==> src/rtl/smf_pkg.sv <==
`timescale 1ns / 1ps
// ----------------------------------------------------------------------------
// smf_pkg
// Shared types, constants and the slot clock table of the snapshot morph unit.
// ----------------------------------------------------------------------------
package smf_pkg;

   localparam int SLOT_COUNT = 12;
   localparam int MAX_EMIT   = 32;

   // divider widths
   localparam int DIV_DW = 50;
   localparam int DIV_VW = 34;

   typedef logic [DIV_DW-1:0] div_word_type;
   typedef logic [DIV_VW-1:0] div_den_type;

   // request modes
   localparam logic [1:0] MODE_WRITE = 2'd0;
   localparam logic [1:0] MODE_ATTR  = 2'd1;
   localparam logic [1:0] MODE_FADER = 2'd2;
   localparam logic [1:0] MODE_XY    = 2'd3;

   // register indexes
   localparam logic CSR_MIN_DIST   = 1'b0;
   localparam logic CSR_MIN_WEIGHT = 1'b1;

   localparam logic [27:0] MIN_DIST_RESET   = 28'd268;
   localparam logic [31:0] MIN_WEIGHT_RESET = 32'd1;
   localparam logic [9:0]  MASS_RESET       = 10'd256;
   localparam logic [9:0]  MASS_MIN         = 10'd26;
   localparam logic [9:0]  MASS_MAX         = 10'd768;
   localparam logic [15:0] VALUE_HALF       = 16'd32768;

   // slot positions on the unit clock circle, q2.14
   function automatic logic signed [15:0] clk_x(input logic [3:0] i);
      logic signed [15:0] r;
      unique case (i)
         4'd0:    r = 16'sd0;
         4'd1:    r = 16'sd8192;
         4'd2:    r = 16'sd14189;
         4'd3:    r = 16'sd16384;
         4'd4:    r = 16'sd14189;
         4'd5:    r = 16'sd8192;
         4'd6:    r = 16'sd0;
         4'd7:    r = -16'sd8192;
         4'd8:    r = -16'sd14189;
         4'd9:    r = -16'sd16384;
         4'd10:   r = -16'sd14189;
         4'd11:   r = -16'sd8192;
         default: r = 16'sd0;
      endcase
      return r;
   endfunction

   function automatic logic signed [15:0] clk_y(input logic [3:0] i);
      logic signed [15:0] r;
      unique case (i)
         4'd0:    r = -16'sd16384;
         4'd1:    r = -16'sd14189;
         4'd2:    r = -16'sd8192;
         4'd3:    r = 16'sd0;
         4'd4:    r = 16'sd8192;
         4'd5:    r = 16'sd14189;
         4'd6:    r = 16'sd16384;
         4'd7:    r = 16'sd14189;
         4'd8:    r = 16'sd8192;
         4'd9:    r = 16'sd0;
         4'd10:   r = -16'sd8192;
         4'd11:   r = -16'sd14189;
         default: r = 16'sd0;
      endcase
      return r;
   endfunction

endpackage

==> src/rtl/smf_div.sv <==
`timescale 1ns / 1ps
// ----------------------------------------------------------------------------
// smf_div
// Restoring unsigned divider, one quotient bit per cycle.
// ----------------------------------------------------------------------------
module smf_div (
   input  logic                 clock,
   input  logic                 reset,
   input  logic                 start,
   input  smf_pkg::div_word_type dividend,
   input  smf_pkg::div_den_type  divisor,
   output logic                 done,
   output smf_pkg::div_word_type quotient
);
   import smf_pkg::*;

   localparam int CNTW = $clog2(DIV_DW + 1);

   logic              busy_ff, busy_in;
   logic              done_ff, done_in;
   logic [CNTW-1:0]   cnt_ff, cnt_in;
   div_word_type      quo_ff, quo_in;
   div_den_type       rem_ff, rem_in;
   div_den_type       den_ff, den_in;
   logic [DIV_VW:0]   rem_sh;
   logic              ge;

   assign rem_sh = {rem_ff, quo_ff[DIV_DW-1]};
   assign ge     = rem_sh >= {1'b0, den_ff};

   always_comb begin
      busy_in = busy_ff;
      done_in = 1'b0;
      cnt_in  = cnt_ff;
      quo_in  = quo_ff;
      rem_in  = rem_ff;
      den_in  = den_ff;
      if (start) begin
         busy_in = 1'b1;
         cnt_in  = CNTW'(DIV_DW);
         quo_in  = dividend;
         rem_in  = '0;
         den_in  = divisor;
      end else if (busy_ff) begin
         rem_in = ge ? DIV_VW'(rem_sh - {1'b0, den_ff}) : DIV_VW'(rem_sh);
         quo_in = {quo_ff[DIV_DW-2:0], ge};
         cnt_in = cnt_ff - 1'b1;
         if (cnt_ff == CNTW'(1)) begin
            busy_in = 1'b0;
            done_in = 1'b1;
         end
      end
   end

   always_ff @(posedge clock) begin
      if (reset) begin
         busy_ff <= 1'b0;
         done_ff <= 1'b0;
      end else begin
         busy_ff <= busy_in;
         done_ff <= done_in;
      end
      cnt_ff <= cnt_in;
      quo_ff <= quo_in;
      rem_ff <= rem_in;
      den_ff <= den_in;
   end

   assign done     = done_ff;
   assign quotient = quo_ff;

endmodule

==> config.mk <==
export PLATFORM = sky130hd
export DESIGN_NAME = smf_div
export DESIGN_NICKNAME = d
export VERILOG_FILES = /design/src/rtl/smf_pkg.sv /design/src/rtl/smf_div.sv
export SDC_FILE = /design/constraint.sdc
export NUM_CORES = 1
export LEC_CHECK = 0
export ABC_AREA = 1
export BUFFER_PORTS_ARGS = -buffer_cell sky130_fd_sc_hd__clkbuf_2
export CORE_AREA = 2 2 116 118
export DETAILED_ROUTE_END_ITERATION = 6
export DIE_AREA = 0 0 118 120
export PLACE_DENSITY_LB_ADDON = 0.1
export SKIP_LAST_GASP = 1
export SLEW_MARGIN = 20
export SYNTH_ARGS = -nofsm -noshare
export SYNTH_HDL_FRONTEND = slang
export SYNTH_SLANG_ARGS = --single-unit
export TNS_END_PERCENT = 1
==> constraint.sdc <==
create_clock -name clock -period 8.2 [get_ports clock]
set_input_delay 1.64 -clock clock [delete_from_list [all_inputs] [get_ports clock]]
set_output_delay 1.64 -clock clock [all_outputs]
set_load 0.05 [all_outputs]
### After elaboration in Yosys (flattened, before gate mapping)

Index checks and enable logic that the tools add are counted.

| word-level totals | value |
|---|---|
| output and inout bits | 51 |
| logic and storage cells | 20 |
| flip-flop bits (word level) | 126 |
| bits of input ports | 87 |

| operators by class | value |
|---|---|
| eq/ne operators | 1 |
| reductions and logical operators | 2 |
| $add $sub $neg | 2 |
| mux-type cells | 7 |
| $lt $le $gt $ge | 1 |
| bitwise gates (word level) | 1 |

Operators with widths:

| operator | count |
|---|---|
| $mux 50 | 2 |
| $ge 35x34->1 | 1 |
| $mux 34 | 1 |
| $sub 34x34->34 | 1 |
| $eq 6x1->1 const B | 1 |
| $sub 6x1->6 const B | 1 |
| $mux 1 | 4 |
| $reduce_or 3->1 | 1 |
| $reduce_bool 2->1 | 1 |
| $not 1->1 | 1 |

### Depth between registers and ports, before layout

| depth | value |
|---|---|
| depth after elaboration | 4 |
| gate-level depth with buffers | 17 |
| gate-level depth less buffers | 17 |

### Worst setup path after synthesis

OpenSTA, ideal clock, no wires.

| timing | value |
|---|---|
| path type | input to register |
| start | input port start |
| end | register quo_ff[0] (netlist: quotient[0]), enable pin |
| arrival time | 3.398 ns |
| slack | 4.368 ns |
| stages on the path | 3 |
| path buffers | 1 |
| required time | 7.766 ns |
| setup time | 0.434 ns |
| path through | nor2_1 inv_1 clkbuf_1 |

| on the way | value |
|---|---|
| word-level cells in the longest chain between the ends | 1 |

RTL lines:

| item | line | text |
|---|---|---|
| from (decl) | smf_div.sv:9 | `input logic start,` |
| $reduce_bool 2->1 (no line) | n/a |  |
| to (signal assigned) | smf_div.sv:64 | `quo_ff <= quo_in;` |
| to (decl) | smf_div.sv:22 | `div_word_type quo_ff, quo_in;` |

Every way passes these cells.
A chain may end at the register's enable or synchronous reset.

### Worst setup path in the final report

| timing | value |
|---|---|
| start | input port start |
| end | register quo_ff[31] (netlist: quotient[31]), enable pin |

The elaborated chain is that of the path after synthesis.

==> results_dict.tcl <==
set metrics [dict create \
    status "finished clean" \
    grt_start_max_net_pins 63 \
    final_cells 1399 \
    hp-class "flop to flop" \
    hpwl_um 13720 \
    p_sw_mw 0.5005 \
    fin_setup_tns_ns 0 \
    syn_inst 1075 \
    core_area_sq_mm 0.01298 \
    syn_nets 1199 \
    dr_total_vias 7064 \
    setup_viol_count_final 0 \
    pwr_density_cell_mw_per_mm2 194.9 \
    cts_buffers 17 \
    postCtsHoldBufs 0 \
    period_minus_slack_ns 3.123 \
    yosys_warnings 0 \
    grt_pass1_vias 6752 \
    remaining_drc_errors 0 \
    clk_latency_ns 0.43 \
    antenna_found_initial 0 \
    area_growth_pct 18.19 \
    post_drt_wl_per_cell_um 13.55 \
    cts_tree "built" \
    ys_seq_elements 126 \
    postCtsSetupRepairBufs 0 \
    synth_largest_area_cell "edfxtp_1" \
    worstPathArrival_ns 3.18 \
    finalPower_mw 1.788 \
    yosysUniqueCellTypes 36 \
    synth_top_cell_area_share 0.3249 \
    fin_area_sq_mm 0.009176 \
    initial_core_util 0.5981 \
    final_antenna_net_count 0 \
    netlist_area_sq_mm 0.007764 \
    cts_sinks 126 \
    crit_path_start_kind "primary input" \
    layout_common_cells "nand2_1 (457), inv_1 (170), clkbuf_2 (136)" \
    cts_max_level 4 \
    synth-main-ff-cell "edfxtp_1" \
    seqPwrFrac 0.420 \
    p_int_mw 1.288 \
    nets 1334 \
    hold_violations 0 \
    cts_max_path_buffers 2 \
    timing.rr.start "den_ff[15]" \
    end_kind "flop" \
    cp.required_ns 8.26 \
    drive_above_1_share 0.1562 \
    fin_util 0.7070 \
    avgSynthCellArea_sq_um 7.222 \
    ys_async_sr_fraction 0 \
    skew_ns 0.01381 \
    drv_cap 0 \
    fp.dieH_um 120 \
    slew-limit-headroom 0.3705 \
    dpl.cell_count 1367 \
    clock-root-buffer "clkbuf_16" \
    port_buffers 137 \
    worst_pin_slew_ns 0.9420 \
    drt-total-wl_um 18960 \
    synth.area.top_cells "edfxtp_1 (32%), nand2_1 (22%), dfxtp_1 (11%), inv_1 (8.3%), ha_1 (5.8%)" \
    grt_pass1_wl_um 31580 \
    clock.fmax_mhz 320.2 \
    rows 42 \
    rsz0062_at_grt "no" \
    cp_max_fo 50 \
    ys_seq_area_frac 0.4332 \
    final_max_slew_viol_count 0 \
    swShare 0.2798 \
    crit_type "primary input to flop" \
    clkPwrFrac 0.427 \
    comb_power_share 0.153 \
    reg2reg_to "rem_ff[10]" \
    layout_commonest_cell "nand2_1" \
    ir_drop_mv 0.1474 \
    die_w_um 118 \
    p_leak_nw 4.930 \
    track_usage 0.2809 \
    r2r_cells 12 \
    cts.reportedPaths.clkPinSlew_ns 0.06 \
    whs_endpoint "rem_ff[20]" \
    min_from "rem_ff[20]" \
    n_antenna_cell 0 \
    place_area_sq_mm 0.008584 \
    rrSetupSlack_ns 5.35 \
    detailedRoute.firstPassIterationCount 5 \
    post_cts_resized 0 \
    dieArea_sq_mm 0.01416 \
    place_congestion 0.9620 \
    viasPerCell 5.049 \
    holdPathStages 2 \
    drt_iter0_drc 601 \
    ios 138 \
    period_share 0.3808 \
    grt_overflow 0 \
    synth-edff-count 84 \
]
[cell usage after synthesis (2+ instances only)]
| master | number |
|---|---|
| xnor2_1 | 19 |
| nor2_1 | 51 |
| nand3_2 | 4 |
| buf_2 | 7 |
| nand3b_1 | 20 |
| nor3_2 | 2 |
| nand4_1 | 4 |
| o21ai_0 | 12 |
| inv_1 | 171 |
| nor2_2 | 4 |
| nand3_1 | 78 |
| nand2_4 | 2 |
| ha_1 | 36 |
| nand2_1 | 457 |
| nand2_2 | 2 |
| o21bai_1 | 4 |
| dfxtp_1 | 42 |
| o21ai_1 | 12 |
| edfxtp_1 | 84 |
| clkbuf_1 | 14 |
| buf_6 | 3 |
| inv_2 | 3 |
| a21oi_1 | 28 |
| nor3_1 | 4 |
[metrics by stage]
| step | hold slack, ns | setup slack [ns] |
|---|---|---|
| 2_1_floorplan | 0.4401 | 4.368 |
| 3_3_place_gp | 0.4561 | 4.645 |
| 3_5_place_dp | 0.4612 | 4.621 |
| 4_1_cts | 0.4736 | 5.072 |
| 5_1_grt | 0.4947 | 4.943 |
| 6_report | 0.4720 | 5.077 |
[final cells by class]
class / count / area (sq um)
clock buffer: 22 / 454.2
clock inverter: 10 / 137.6
fill: 1138 / 3804
inverter: 175 / 656.9
multi-input combinational: 748 / 3618
sequential: 126 / 3363
tap: 176 / 220.2
timing repair buffer: 142 / 725.7
[power by group through the flow]
stage          sequential [mW]  combinational (mW)  clock, mW
2_1_floorplan            0.850               0.106          0
3_3_place_gp             0.763               0.270          0
3_5_place_dp             0.762               0.274          0
4_1_cts                  0.751               0.275      0.771
5_1_grt                  0.755               0.299      0.802
6_report                 0.751               0.274      0.763
[sequential cells by signal, summed over array words and instances (netlist names)]
signal    count
rem_ff       34
cnt_ff        6
done          1
busy_ff       1
den_ff       34
quotient     50
[worst max path at each step]
stage | from | to | slack [ns]
final | start | quotient[31] | 5.08
after global routing | start | quotient[21] | 4.94
after CTS | start | quotient[23] | 5.07
after detailed placement | start | quotient[28] | 4.62
after global placement | start | quotient[27] | 4.64
after floorplan | start | quotient[0] | 4.37
[logic make-up (layout without fill, tap and decap cells)]
family,count (synthesis),after routing,share of synthesized area
buf+inv,201,349,0.1017
xor+xnor,19,19,0.02143
simple gates,631,631,0.3397
flops,126,126,0.4332
compound gates,61,61,0.04335
fa+ha+maj,37,37,0.06060
[metal layers]
layer / wire length [um] / global-route usage
met3: 1348 / 0.07177
met2: 8808 / 0.4662
met4: 376 / 0.08886
met1: 8423 / 0.3617
met5: 0 / 0
[critical path: stages]
cell    delay (ns)
buf_4         0.32
nor2_1        0.07
buf_4         0.24
inv_2         0.28
buf_4         0.59
Power figures use the tool's default switching activity.
